$ cat config.mk
export PLATFORM = sky130hd
export DESIGN_NAME = pid_step_with_clamped_integrator_core
export DESIGN_NICKNAME = d
export VERILOG_FILES = /design/src/pid_pkg.sv /design/src/pid_step_with_clamped_integrator_core.sv
export SDC_FILE = /design/constraint.sdc
export NUM_CORES = 2
export LEC_CHECK = 0
export ABC_AREA = 1
export ABC_CLOCK_PERIOD_IN_PS = 14500
export BUFFER_PORTS_ARGS = -buffer_cell sky130_fd_sc_hd__buf_2
export CORE_MARGIN = 2
export CORE_UTILIZATION = 35
export DETAILED_ROUTE_END_ITERATION = 10
export PLACE_DENSITY = 0.49
export REMOVE_ABC_BUFFERS = 1
export SKIP_CTS_REPAIR_TIMING = 1
export SLEW_MARGIN = 20
export SYNTH_ARGS = -nofsm -noshare
export SYNTH_HDL_FRONTEND = slang
export SYNTH_SLANG_ARGS = --single-unit
export TNS_END_PERCENT = 30
$ cat constraint.sdc
create_clock -name aclk -period 14.5 [get_ports aclk]
set_input_delay 2.9 -clock aclk [delete_from_list [all_inputs] [get_ports aclk]]
set_output_delay 2.9 -clock aclk [all_outputs]
set_load 0.005 [all_outputs]
$ cat src/pid_pkg.sv
// Shared constants, state encoding and arithmetic helpers for the PID step core.
// No dependencies; used by pid_step_with_clamped_integrator_core.
package pid_pkg;

    localparam int VAL_W   = 32;          // Q16.16 value width
    localparam int FRAC_W  = 16;          // fraction bits
    localparam int DT_W    = 16;          // elapsed milliseconds width
    localparam int DIFF_W  = VAL_W + 1;   // exact difference of two values
    localparam int WIDE_W  = 64;          // saturating intermediate width
    localparam int ACC_W   = WIDE_W + DT_W;
    localparam int QUO_W   = WIDE_W - FRAC_W;
    localparam int REM_W   = DT_W + 1;
    localparam int CNT_W   = 6;
    localparam int IDX_W   = 3;

    localparam logic [DT_W-1:0]  MS_PER_S     = 16'd1000;
    localparam logic [CNT_W-1:0] LAST_MUL_ERR = CNT_W'(DIFF_W - 1);
    localparam logic [CNT_W-1:0] LAST_MUL_K   = CNT_W'(DT_W - 1);
    localparam logic [CNT_W-1:0] LAST_DIV     = CNT_W'(QUO_W - 1);

    localparam logic [IDX_W-1:0] REG_GAIN_P     = 3'd0;
    localparam logic [IDX_W-1:0] REG_GAIN_I     = 3'd1;
    localparam logic [IDX_W-1:0] REG_GAIN_D     = 3'd2;
    localparam logic [IDX_W-1:0] REG_LIMIT_LOW  = 3'd3;
    localparam logic [IDX_W-1:0] REG_LIMIT_HIGH = 3'd4;
    localparam logic [IDX_W-1:0] REG_PROP_MEAS  = 3'd5;

    typedef enum logic [8:0] {
        ST_IDLE   = 9'b000000001,
        ST_MUL_GI = 9'b000000010,
        ST_MUL_DT = 9'b000000100,
        ST_DIV_I  = 9'b000001000,
        ST_MUL_GP = 9'b000010000,
        ST_MUL_GD = 9'b000100000,
        ST_MUL_MS = 9'b001000000,
        ST_DIV_D  = 9'b010000000,
        ST_OUT    = 9'b100000000
    } state_t;

    // magnitude of a signed value, as unsigned of the same width
    function automatic logic [VAL_W-1:0] abs_val(input logic signed [VAL_W-1:0] x);
        abs_val = x[VAL_W-1] ? VAL_W'(-x) : x;
    endfunction

    function automatic logic [DIFF_W-1:0] abs_diff(input logic signed [DIFF_W-1:0] x);
        abs_diff = x[DIFF_W-1] ? DIFF_W'(-x) : x;
    endfunction

    // upper limit tested first, as with crossed limits
    function automatic logic signed [WIDE_W-1:0] clamp(
        input logic signed [WIDE_W-1:0] v,
        input logic signed [VAL_W-1:0]  lo,
        input logic signed [VAL_W-1:0]  hi
    );
        logic signed [WIDE_W-1:0] lo_x;
        logic signed [WIDE_W-1:0] hi_x;
        lo_x = WIDE_W'(lo);
        hi_x = WIDE_W'(hi);
        if (v > hi_x) begin
            clamp = hi_x;
        end else if (v < lo_x) begin
            clamp = lo_x;
        end else begin
            clamp = v;
        end
    endfunction

endpackage

$ cat src/pid_step_with_clamped_integrator_core.sv
// PID step core: top level, bit-serial multiply and divide sequencer.
// Depends on pid_pkg.
//
// One item at a time: s_ready is high only while idle, so a new input is taken
// only after the last result has been accepted. With elapsed_ms zero the
// derivative steps are skipped. The work is done by the shared shift-add
// multiplier (one multiplier bit per cycle) and the restoring divider (one
// quotient bit per cycle). Reset (aresetn, synchronous, active low) clears
// integrator, last measurement and gains, and opens the limits.
module pid_step_with_clamped_integrator_core (
    input  logic                              aclk,
    input  logic                              aresetn,
    // configuration writes
    input  logic                              cfg_wr_en,
    input  logic [pid_pkg::IDX_W-1:0]         cfg_index,
    input  logic [pid_pkg::VAL_W-1:0]         cfg_wdata,
    // input items
    input  logic                              s_valid,
    output logic                              s_ready,
    input  logic signed [pid_pkg::VAL_W-1:0]  s_measured,
    input  logic signed [pid_pkg::VAL_W-1:0]  s_target,
    input  logic [pid_pkg::DT_W-1:0]          s_elapsed_ms,
    // results
    output logic                              m_valid,
    input  logic                              m_ready,
    output logic signed [pid_pkg::VAL_W-1:0]  m_drive
);

    // configuration
    logic signed [pid_pkg::VAL_W-1:0] gain_p_reg, gain_i_reg, gain_d_reg;
    logic signed [pid_pkg::VAL_W-1:0] limit_low_reg, limit_high_reg;
    logic                             prop_meas_reg;

    // controller state
    logic signed [pid_pkg::VAL_W-1:0] integ_reg, integ_next;
    logic signed [pid_pkg::VAL_W-1:0] prev_meas_reg, prev_meas_next;

    // per-item operands
    logic signed [pid_pkg::DIFF_W-1:0] err_reg, err_next;
    logic signed [pid_pkg::DIFF_W-1:0] chg_reg, chg_next;
    logic [pid_pkg::DT_W-1:0]          dt_reg, dt_next;

    // sequencer and shared arithmetic datapath
    pid_pkg::state_t                   state_reg, state_next;
    logic [pid_pkg::CNT_W-1:0]         cnt_reg, cnt_next;
    logic [pid_pkg::ACC_W-1:0]         acc_reg, acc_next;     // product accumulator
    logic [pid_pkg::ACC_W-1:0]         mcand_reg, mcand_next; // shifts left
    logic [pid_pkg::DIFF_W-1:0]        mplier_reg, mplier_next; // shifts right
    logic                              neg_reg, neg_next;     // sign of magnitude
    logic [pid_pkg::QUO_W-1:0]         quo_reg, quo_next;     // dividend in, quotient out
    logic [pid_pkg::REM_W-1:0]         rem_reg, rem_next;
    logic                              lowrem_reg, lowrem_next; // dropped fraction bits
    logic signed [pid_pkg::WIDE_W-1:0] sum_reg, sum_next;     // running 64-bit sum
    logic signed [pid_pkg::VAL_W-1:0]  drive_reg, drive_next;

    assign s_ready = (state_reg == pid_pkg::ST_IDLE);
    assign m_valid = (state_reg == pid_pkg::ST_OUT);
    assign m_drive = drive_reg;

    // one multiplier bit per cycle
    logic [pid_pkg::ACC_W-1:0] prod;
    assign prod = mplier_reg[0] ? acc_reg + mcand_reg : acc_reg;

    // saturate product magnitude to the signed 64-bit range
    logic [pid_pkg::ACC_W-1:0]  sat_lim;
    logic [pid_pkg::WIDE_W-1:0] sat_mag;
    assign sat_lim = neg_reg ? (pid_pkg::ACC_W'(1) << (pid_pkg::WIDE_W - 1))
                             : (pid_pkg::ACC_W'(1) << (pid_pkg::WIDE_W - 1)) - 1'b1;
    assign sat_mag = (prod > sat_lim) ? sat_lim[pid_pkg::WIDE_W-1:0]
                                      : prod[pid_pkg::WIDE_W-1:0];

    // one quotient bit per cycle
    logic [pid_pkg::DT_W-1:0]   divisor;
    logic [pid_pkg::REM_W-1:0]  rem_sh;
    logic                       q_bit;
    logic [pid_pkg::REM_W-1:0]  rem_new;
    logic [pid_pkg::QUO_W-1:0]  quo_new;
    logic [pid_pkg::WIDE_W-1:0] q_up;
    logic signed [pid_pkg::WIDE_W-1:0] div_term; // floored signed quotient
    assign divisor = (state_reg == pid_pkg::ST_DIV_D) ? dt_reg : pid_pkg::MS_PER_S;
    assign rem_sh  = {rem_reg[pid_pkg::REM_W-2:0], quo_reg[pid_pkg::QUO_W-1]};
    assign q_bit   = (rem_sh >= {1'b0, divisor});
    assign rem_new = q_bit ? rem_sh - {1'b0, divisor} : rem_sh;
    assign quo_new = {quo_reg[pid_pkg::QUO_W-2:0], q_bit};
    assign q_up    = pid_pkg::WIDE_W'(quo_new)
                   + pid_pkg::WIDE_W'((rem_new != '0) || lowrem_reg);
    assign div_term = neg_reg ? -$signed(q_up) : $signed(pid_pkg::WIDE_W'(quo_new));

    // signed product of the gain_p step, floored by the fraction bits
    logic signed [pid_pkg::WIDE_W-1:0] prod_s;
    logic signed [pid_pkg::WIDE_W-1:0] prop_term;
    assign prod_s    = neg_reg ? -$signed(prod[pid_pkg::WIDE_W-1:0])
                               : $signed(prod[pid_pkg::WIDE_W-1:0]);
    assign prop_term = prod_s >>> pid_pkg::FRAC_W;

    always_comb begin
        logic signed [pid_pkg::DIFF_W-1:0] err_in;
        logic signed [pid_pkg::DIFF_W-1:0] chg_in;
        logic signed [pid_pkg::DIFF_W-1:0] p_op;
        logic signed [pid_pkg::WIDE_W-1:0] integ_new;
        logic signed [pid_pkg::WIDE_W-1:0] drv_sum;
        logic signed [pid_pkg::WIDE_W-1:0] drv_cl;

        err_in = pid_pkg::DIFF_W'(s_target) - pid_pkg::DIFF_W'(s_measured);
        chg_in = pid_pkg::DIFF_W'(s_measured) - pid_pkg::DIFF_W'(prev_meas_reg);
        p_op   = prop_meas_reg ? chg_reg : err_reg;
        integ_new = '0;
        drv_sum   = '0;
        drv_cl    = '0;

        state_next     = state_reg;
        cnt_next       = cnt_reg + 1'b1;
        acc_next       = prod;
        mcand_next     = mcand_reg << 1;
        mplier_next    = mplier_reg >> 1;
        neg_next       = neg_reg;
        quo_next       = quo_reg;
        rem_next       = rem_reg;
        lowrem_next    = lowrem_reg;
        sum_next       = sum_reg;
        drive_next     = drive_reg;
        integ_next     = integ_reg;
        prev_meas_next = prev_meas_reg;
        err_next       = err_reg;
        chg_next       = chg_reg;
        dt_next        = dt_reg;

        case (state_reg)
            pid_pkg::ST_IDLE: begin
                cnt_next = '0;
                if (s_valid) begin
                    err_next       = err_in;
                    chg_next       = chg_in;
                    dt_next        = s_elapsed_ms;
                    prev_meas_next = s_measured;
                    // gain_i * error
                    acc_next    = '0;
                    mcand_next  = pid_pkg::ACC_W'(pid_pkg::abs_val(gain_i_reg));
                    mplier_next = pid_pkg::abs_diff(err_in);
                    neg_next    = gain_i_reg[pid_pkg::VAL_W-1] ^ err_in[pid_pkg::DIFF_W-1];
                    state_next  = pid_pkg::ST_MUL_GI;
                end
            end
            pid_pkg::ST_MUL_GI: begin
                if (cnt_reg == pid_pkg::LAST_MUL_ERR) begin
                    // exact product times elapsed ms
                    cnt_next    = '0;
                    acc_next    = '0;
                    mcand_next  = prod;
                    mplier_next = pid_pkg::DIFF_W'(dt_reg);
                    state_next  = pid_pkg::ST_MUL_DT;
                end
            end
            pid_pkg::ST_MUL_DT: begin
                if (cnt_reg == pid_pkg::LAST_MUL_K) begin
                    // divide by 1000 * 2^16: drop 16 bits, then divide by 1000
                    cnt_next    = '0;
                    quo_next    = sat_mag[pid_pkg::WIDE_W-1:pid_pkg::FRAC_W];
                    lowrem_next = (sat_mag[pid_pkg::FRAC_W-1:0] != '0);
                    rem_next    = '0;
                    state_next  = pid_pkg::ST_DIV_I;
                end
            end
            pid_pkg::ST_DIV_I: begin
                quo_next = quo_new;
                rem_next = rem_new;
                if (cnt_reg == pid_pkg::LAST_DIV) begin
                    sum_next    = pid_pkg::WIDE_W'(integ_reg) + div_term;
                    // gain_p * (change or error)
                    cnt_next    = '0;
                    acc_next    = '0;
                    mcand_next  = pid_pkg::ACC_W'(pid_pkg::abs_val(gain_p_reg));
                    mplier_next = pid_pkg::abs_diff(p_op);
                    neg_next    = gain_p_reg[pid_pkg::VAL_W-1] ^ p_op[pid_pkg::DIFF_W-1];
                    state_next  = pid_pkg::ST_MUL_GP;
                end
            end
            pid_pkg::ST_MUL_GP: begin
                if (cnt_reg == pid_pkg::LAST_MUL_ERR) begin
                    if (prop_meas_reg) begin
                        integ_new = pid_pkg::clamp(sum_reg - prop_term,
                                                   limit_low_reg, limit_high_reg);
                        drv_sum   = integ_new;
                    end else begin
                        integ_new = pid_pkg::clamp(sum_reg, limit_low_reg, limit_high_reg);
                        drv_sum   = integ_new + prop_term;
                    end
                    integ_next = integ_new[pid_pkg::VAL_W-1:0];
                    sum_next   = drv_sum;
                    cnt_next   = '0;
                    if (dt_reg == '0) begin
                        // no derivative term
                        drv_cl     = pid_pkg::clamp(drv_sum, limit_low_reg, limit_high_reg);
                        drive_next = drv_cl[pid_pkg::VAL_W-1:0];
                        state_next = pid_pkg::ST_OUT;
                    end else begin
                        acc_next    = '0;
                        mcand_next  = pid_pkg::ACC_W'(pid_pkg::abs_val(gain_d_reg));
                        mplier_next = pid_pkg::abs_diff(chg_reg);
                        neg_next    = gain_d_reg[pid_pkg::VAL_W-1] ^ chg_reg[pid_pkg::DIFF_W-1];
                        state_next  = pid_pkg::ST_MUL_GD;
                    end
                end
            end
            pid_pkg::ST_MUL_GD: begin
                if (cnt_reg == pid_pkg::LAST_MUL_ERR) begin
                    cnt_next    = '0;
                    acc_next    = '0;
                    mcand_next  = prod;
                    mplier_next = pid_pkg::DIFF_W'(pid_pkg::MS_PER_S);
                    state_next  = pid_pkg::ST_MUL_MS;
                end
            end
            pid_pkg::ST_MUL_MS: begin
                if (cnt_reg == pid_pkg::LAST_MUL_K) begin
                    // divide by dt * 2^16
                    cnt_next    = '0;
                    quo_next    = sat_mag[pid_pkg::WIDE_W-1:pid_pkg::FRAC_W];
                    lowrem_next = (sat_mag[pid_pkg::FRAC_W-1:0] != '0);
                    rem_next    = '0;
                    state_next  = pid_pkg::ST_DIV_D;
                end
            end
            pid_pkg::ST_DIV_D: begin
                quo_next = quo_new;
                rem_next = rem_new;
                if (cnt_reg == pid_pkg::LAST_DIV) begin
                    drv_cl     = pid_pkg::clamp(sum_reg - div_term,
                                                limit_low_reg, limit_high_reg);
                    drive_next = drv_cl[pid_pkg::VAL_W-1:0];
                    state_next = pid_pkg::ST_OUT;
                end
            end
            pid_pkg::ST_OUT: begin
                if (m_ready) begin
                    state_next = pid_pkg::ST_IDLE;
                end
            end
            default: begin
                state_next = pid_pkg::ST_IDLE;
            end
        endcase

        // integrator follows a new limit at once; writes are to come only while idle (the user's duty, unchecked here)
        if (cfg_wr_en && (cfg_index == pid_pkg::REG_LIMIT_LOW)) begin
            integ_new  = pid_pkg::clamp(pid_pkg::WIDE_W'(integ_reg),
                                        cfg_wdata, limit_high_reg);
            integ_next = integ_new[pid_pkg::VAL_W-1:0];
        end else if (cfg_wr_en && (cfg_index == pid_pkg::REG_LIMIT_HIGH)) begin
            integ_new  = pid_pkg::clamp(pid_pkg::WIDE_W'(integ_reg),
                                        limit_low_reg, cfg_wdata);
            integ_next = integ_new[pid_pkg::VAL_W-1:0];
        end
    end

    // configuration port and state registers
    always_ff @(posedge aclk) begin
        if (!aresetn) begin
            state_reg      <= pid_pkg::ST_IDLE;
            gain_p_reg     <= '0;
            gain_i_reg     <= '0;
            gain_d_reg     <= '0;
            limit_low_reg  <= {1'b1, {(pid_pkg::VAL_W-1){1'b0}}};
            limit_high_reg <= {1'b0, {(pid_pkg::VAL_W-1){1'b1}}};
            prop_meas_reg  <= 1'b0;
            integ_reg      <= '0;
            prev_meas_reg  <= '0;
        end else begin
            state_reg     <= state_next;
            integ_reg     <= integ_next;
            prev_meas_reg <= prev_meas_next;
            if (cfg_wr_en) begin
                case (cfg_index)
                    pid_pkg::REG_GAIN_P: gain_p_reg <= cfg_wdata;
                    pid_pkg::REG_GAIN_I: gain_i_reg <= cfg_wdata;
                    pid_pkg::REG_GAIN_D: gain_d_reg <= cfg_wdata;
                    pid_pkg::REG_LIMIT_LOW: limit_low_reg <= cfg_wdata;
                    pid_pkg::REG_LIMIT_HIGH: limit_high_reg <= cfg_wdata;
                    pid_pkg::REG_PROP_MEAS: prop_meas_reg <= cfg_wdata[0];
                    default: ;
                endcase
            end
        end
    end

    // datapath, no reset
    always_ff @(posedge aclk) begin
        cnt_reg    <= cnt_next;
        acc_reg    <= acc_next;
        mcand_reg  <= mcand_next;
        mplier_reg <= mplier_next;
        neg_reg    <= neg_next;
        quo_reg    <= quo_next;
        rem_reg    <= rem_next;
        lowrem_reg <= lowrem_next;
        sum_reg    <= sum_next;
        drive_reg  <= drive_next;
        err_reg    <= err_next;
        chg_reg    <= chg_next;
        dt_reg     <= dt_next;
    end

endmodule

; After elaboration in Yosys (flattened, before gate mapping)
; Index checks and enable logic that the tools add are counted.
[word_totals]
register_bits = 677
elab_cells = 206
input_bits = 120
[classes]
mux = 87
n_lt_le_gt_ge = 14
n_addsub = 18
reduce_logical = 31
eq_ne = 31
bitwise = 3
[op_table]
columns = cell, n
row1 = $mux W64, 16
row2 = $mux W80, 11
row3 = $mux W32, 21
row4 = $pmux W80 S4, 2
row5 = $mux W33, 8
row6 = $gt A64 B32 Y1, 4
row7 = $lt A64 B32 Y1, 4
row8 = $pmux W33 S5, 1
row9 = $pmux W64 S2, 1
row10 = $neg A33 Y33, 3
row11 = $neg A32 Y32, 3
row12 = $pmux W48 S2, 1
row13 = $mux W9, 10
row14 = $pmux W9 S9, 1
row15 = $add A80 B80 Y80, 1
row16 = $gt A80 B64 Y1, 1
row17 = $sub A32 B32 Y33, 2
row18 = $add A32 B64 Y64, 1
row19 = $add A64 B48 Y64, 1
row20 = $gt A32 B32 Y1, 2
row21 = $lt A32 B32 Y1, 2
row22 = $neg A49 Y64, 1
row23 = $neg A64 Y64, 1
row24 = $pmux W32 S2, 1
row25 = 48 further kinds, 85

; Depth between registers and ports, before layout
[depth]
ltp_word = 17
mapped_depth = 100

; Worst setup path before layout
; Ideal clock, no wire load.
[synth_path]
path_type = register to register
start = reg state_reg[0]
end = reg drive_reg, in the netlist m_drive[0] (data pin)
setup_ps = 264
t_arrival_ps = 11680
stages_incl_launch_ff = 89
period_less_slack_ps = 11945
required_time_ps = 14236
slack_ps = 2555
path_cell_list = dfxtp_1 nor2_1 inv_1 nor2_1 inv_1 nor2_1 nand2_1 clkbuf_1 clkbuf_1 nor2_1 inv_1 ha_1 nand2_1 nand2_1 a21oi_1 nor2_1 o21ai_0 nand2_1 (+53 left out) nand3_1 nand2_1 o211ai_1 a31oi_1 xor2_1 inv_1 ha_1 nand4_1 nor3_1 nand2_1 nor4b_1 nand2_1 a21o_1 nand3_1 clkbuf_1 o211ai_1 o211ai_1 o21ai_0
[synth_via]
elab_chain_cells = 15
[synth_lines]
columns = item, line
row1 = from (decl), pid_step_with_clamped_integrator_core.sv:44  ; pid_pkg::state_t state_reg, state_next;
row2 = from (signal assigned), pid_step_with_clamped_integrator_core.sv:259  ; state_reg <= pid_pkg::ST_IDLE;
row3 = from (signal assigned), pid_step_with_clamped_integrator_core.sv:269  ; state_reg <= state_next;
row4 = $eq A9 B8 Y1, "pid_step_with_clamped_integrator_core.sv:80, pid_step_with_clamped_integrator_core.sv:128"
row5 = $mux W16, pid_step_with_clamped_integrator_core.sv:80  ; assign divisor = (state_reg == pid_pkg::ST_DIV_D) ? dt_reg : pid_pkg::MS_PER_S;
row6 = $sub A17 B16 Y17 or $ge A17 B16 Y1 (tied branches), "pid_step_with_clamped_integrator_core.sv:83, pid_step_with_clamped_integrator_core.sv:82"
row7 = $mux W17, pid_step_with_clamped_integrator_core.sv:83  ; assign rem_new = q_bit ? rem_sh - {1'b0, divisor} : rem_sh;
row8 = $reduce_bool A17 Y1, pid_step_with_clamped_integrator_core.sv:86  ; + pid_pkg::WIDE_W'((rem_new != '0) || lowrem_reg);
row9 = $logic_or A1 B1 Y1, pid_step_with_clamped_integrator_core.sv:86
row10 = $add A48 B1 Y49, pid_step_with_clamped_integrator_core.sv:86
row11 = $neg A49 Y64, pid_step_with_clamped_integrator_core.sv:87  ; assign div_term = neg_reg ? -$signed(q_up) : $signed(pid_pkg::WIDE_W'(quo_new));
row12 = $mux W64, pid_step_with_clamped_integrator_core.sv:87
row13 = $sub A64 B64 Y64, pid_step_with_clamped_integrator_core.sv:228  ; drv_cl = pid_pkg::clamp(sum_reg - div_term,
row14 = $lt A64 B32 Y1, pid_pkg.sv:61  ; end else if (v < lo_x) begin
row15 = $mux W32, pid_pkg.sv:61
row16 = $mux W32, pid_pkg.sv:59  ; if (v > hi_x) begin
row17 = $mux W32, pid_step_with_clamped_integrator_core.sv:227  ; if (cnt_reg == pid_pkg::LAST_DIV) begin
row18 = $pmux W32 S2 (*), pid_step_with_clamped_integrator_core.sv:128  ; case (state_reg)
row19 = named net drive_next (one bit), pid_step_with_clamped_integrator_core.sv:54  ; logic signed [pid_pkg::VAL_W-1:0] drive_reg, drive_next;
row20 = to (signal assigned), pid_step_with_clamped_integrator_core.sv:297  ; drive_reg <= drive_next;
row21 = to (decl), pid_step_with_clamped_integrator_core.sv:54
; Mark *: on every way through the listed nets, which the timed path passes. The rest lies on a longest branch. The select of a mux whose other input is x is not followed.
; A chain may end at the register's enable or synchronous reset.

; Worst setup path in the final report
[layout_path]
start = reg acc_reg[0] (netlist bit)
end = reg drive_reg, in the netlist m_drive[12] (data pin)
[layout_via]
elab_chain_cells = 17
[layout_lines]
columns = item, line
row1 = from (decl), pid_step_with_clamped_integrator_core.sv:46  ; logic [pid_pkg::ACC_W-1:0] acc_reg, acc_next;
row2 = from (signal assigned), pid_step_with_clamped_integrator_core.sv:289  ; acc_reg <= acc_next;
row3 = $add A80 B80 Y80, pid_step_with_clamped_integrator_core.sv:62  ; assign prod = mplier_reg[0] ? acc_reg + mcand_reg : acc_reg;
row4 = $mux W80 (*), pid_step_with_clamped_integrator_core.sv:62
row5 = $neg A64 Y64, pid_step_with_clamped_integrator_core.sv:92  ; assign prod_s = neg_reg ? -$signed(prod[pid_pkg::WIDE_W-1:0])
row6 = $mux W64 (*), pid_step_with_clamped_integrator_core.sv:92
row7 = $sub A64 B48 Y64, pid_step_with_clamped_integrator_core.sv:181  ; integ_new = pid_pkg::clamp(sum_reg - prop_term,
row8 = $lt A64 B32 Y1, pid_pkg.sv:61
row9 = $mux W64, pid_pkg.sv:61
row10 = $mux W64, pid_pkg.sv:59
row11 = (+2 left out), -
row12 = $mux W64 (*), pid_step_with_clamped_integrator_core.sv:128
row13 = $lt A64 B32 Y1, pid_pkg.sv:61
row14 = $mux W32, pid_pkg.sv:61
row15 = $mux W32 (*), pid_pkg.sv:59
row16 = $mux W32 (*), pid_step_with_clamped_integrator_core.sv:191  ; if (dt_reg == '0) begin
row17 = $mux W32 (*), pid_step_with_clamped_integrator_core.sv:179  ; if (cnt_reg == pid_pkg::LAST_MUL_ERR) begin
row18 = $pmux W32 S2 (*), pid_step_with_clamped_integrator_core.sv:128
row19 = named net drive_next (one bit), pid_step_with_clamped_integrator_core.sv:54
; Marks and branches as above.

==> results.toml <==
[layout]
fillers = 25260
final_cells = 15950
syn_to_final_growth_pct = 10.69
regArea_um2 = 16000
multi_input_area_um2 = 58200
drive_above_1_share_pct = 7.659
nNetsFinal = 14080

[synthesis]
yosys_register_bits = 677
post-synth-top-count-cell = "nand2_1"
yosysTopAreaCellShare_pct = 17.19
synth_cell_type_count = 78
synth_area_um2 = 81750
ys_seq_area_share_pct = 19.57
synth_top_area_cell = "ha_1"
synth_edf_count = 244
async_flop_share_pct = 0
syn_area_per_cell_um2 = 6.441
yosys_warnings = 0
synth.top_cells.by_count = "nand2_1 (2,986), inv_1 (1,654), a21oi_1 (1,255)"
netlist_instances = 12690
ys_top_cells_by_area = "ha_1 (17%), nand2_1 (14%), dfxtp_1 (11%)"
ys.flop_type = "dfxtp_1"

[critical_path]
cp_max_fo = 21
worst-path-buf-inv = 10
worstPathRequired_ps = 14990
worst_setup_path_end_kind = "flip-flop"
crit_type = "flip-flop to flip-flop"
cp-start-kind = "flip-flop"
worstRegToRegCells = 72
regToRegEndpoint = "m_drive[12]"
crit_arrival_ps = 14260
crit_slowest_cell = "fa_1"
crit_top_cell = "nand2_1"
cpLargestDelayFamily = "simple AND/OR/NAND/NOR gates"
slowest_delay_ps = 560
r2r_start = "acc_reg[0]"
r2r_slack_ps = 730

[timing]
slew_headroom_pct = 15.26
setup_viol = 0
finalClockSkew_ps = 40.66
hold_viol_final = 0
finalMaxSlewViolations = 0
final.setup.tns_ps = 0
post-route-period-util_pct = 94.96
fin_crit_ps = 13770
fmax_mhz = 72.63
worst_pin_slew_ps = 1264

[detailed_routing]
via_per_inst = 5.625
wl_per_cell_um = 24.56
drc_errors = 0
wirelength_um = 391800
ant_nets = 0
vias = 89730
drtPass1Iterations = 6
dr.first_iter.drc_count = 8520

[job]
cap_violations = 0

[floorplan]
dieWidth_um = 487.3
rows = 177
io_pins = 154
fp.coreArea_um2 = 232500
dieArea_um2 = 237500
die_h_um = 487.3
initial_core_util_pct = 35.16

[min_path]
min_to = "mcand_reg[60]"
holdPathStages = 2
hp-start = "mcand_reg[59]"
hold_path.class = "flip-flop to flip-flop"

[global_routing]
grt_pass1_wl_um = 567300
grt_pass1_vias = 85220
antenna_found_initial = 25
grt_start_max_net_pins = 194
track_usage_pct = 31.95
overflow = 0

[clock_network]
cts-root-buf = "clkbuf_16"
clkLatencyLatePin_ps = 750
path_clk_slew_ps = 60
cts_buffer_depth = 3
cts_tree = "yes"
clock_sinks = 677
cts_buffers = 90
cts-htree-levels = 3

[placed_design]
dp_hpwl_um = 321400
portBuffers = 153
gp_congestion = 1.038
placed_cells = 15770

[outcome]
status = "finished, final reports clean"
-- layout make-up --
| type | instances | area share (%) |
|---|---|---|
| antenna | 10 | 0.02765 |
| clock buffer | 125 | 2.919 |
| clock inverter | 43 | 0.6277 |
| inverter | 1736 | 7.215 |
| multi-input combinational | 9934 | 64.31 |
| sequential | 677 | 17.69 |
| tap | 3043 | 4.207 |
| timing repair buffer | 385 | 3.007 |
-- metrics by stage --
step                setup WS (ps)  utilization (%)  instance area (um2)  hold slack [ps]
floorplan                   -1541                -                80360            429.9
global placement           -208.9            37.42                87020            449.1
detailed placement         -142.7            37.42                87020            451.2
CTS                        -224.8            38.80                90230            443.1
global route               -4.837            38.91                90480            476.1
finish                      731.2            38.92                90490            455.7
-- layer usage --
layer  wire [um]  global-route usage, %  vias to the layer above
met2      173700                  51.32                     3274
li1            -                      -                    43300
met3       25480                  3.720                      763
met4       25440                  18.42                        8
met5          48                      0                        -
met1      167200                  41.25                    42390
-- worst max-delay path by stage --
stage	cells after the start	end	slack, ps	from
floorplan	54	m_drive[19]	-1540	neg_reg
global placement	87	m_drive[18]	-210	state_reg[2]
detailed placement	87	m_drive[18]	-140	state_reg[2]
CTS	87	m_drive[17]	-220	state_reg[2]
global route	87	m_drive[16]	-5	state_reg[0]
finish	72	m_drive[12]	730	acc_reg[0]
-- layout by cell type, fill, tap and decap left out, types with 118 or more instances in the layout --
cell | synthesis | routed
buf_4 | 2 | 215
buf_2 | 38 | 152
o21ai_0 | 998 | 989
nor2_1 | 1026 | 1014
inv_1 | 1654 | 1645
a21oi_1 | 1255 | 1250
nand4_1 | 207 | 207
edfxtp_1 | 244 | 244
xor2_1 | 246 | 242
xnor2_1 | 119 | 118
o211ai_1 | 170 | 170
nor3_1 | 161 | 155
ha_1 | 1123 | 1122
nand3_1 | 573 | 570
dfxtp_1 | 433 | 430
nand2_1 | 2986 | 2978
-- cell families (layout without fill, tap and decap cells) --
| logic type | count (synthesis) | after routing | share of synthesized area [%] |
|---|---|---|---|
| other cells | 0 | 10 | 0 |
| flops | 677 | 677 | 19.57 |
| compound gates | 3073 | 3073 | 21.22 |
| simple gates | 5363 | 5363 | 28.20 |
| xor+xnor | 367 | 367 | 3.950 |
| fa+ha+maj | 1131 | 1131 | 17.38 |
| buf+inv | 2081 | 2289 | 9.677 |
-- tightest hold or removal path, cell delays in order, from the launching register on --
cell	delay, ps
dfxtp_1	330
nand2_1	50
o21ai_0	60
Power is not shown: default switching activity piles up to over one toggle a cycle in this logic, so the estimate is an artifact.
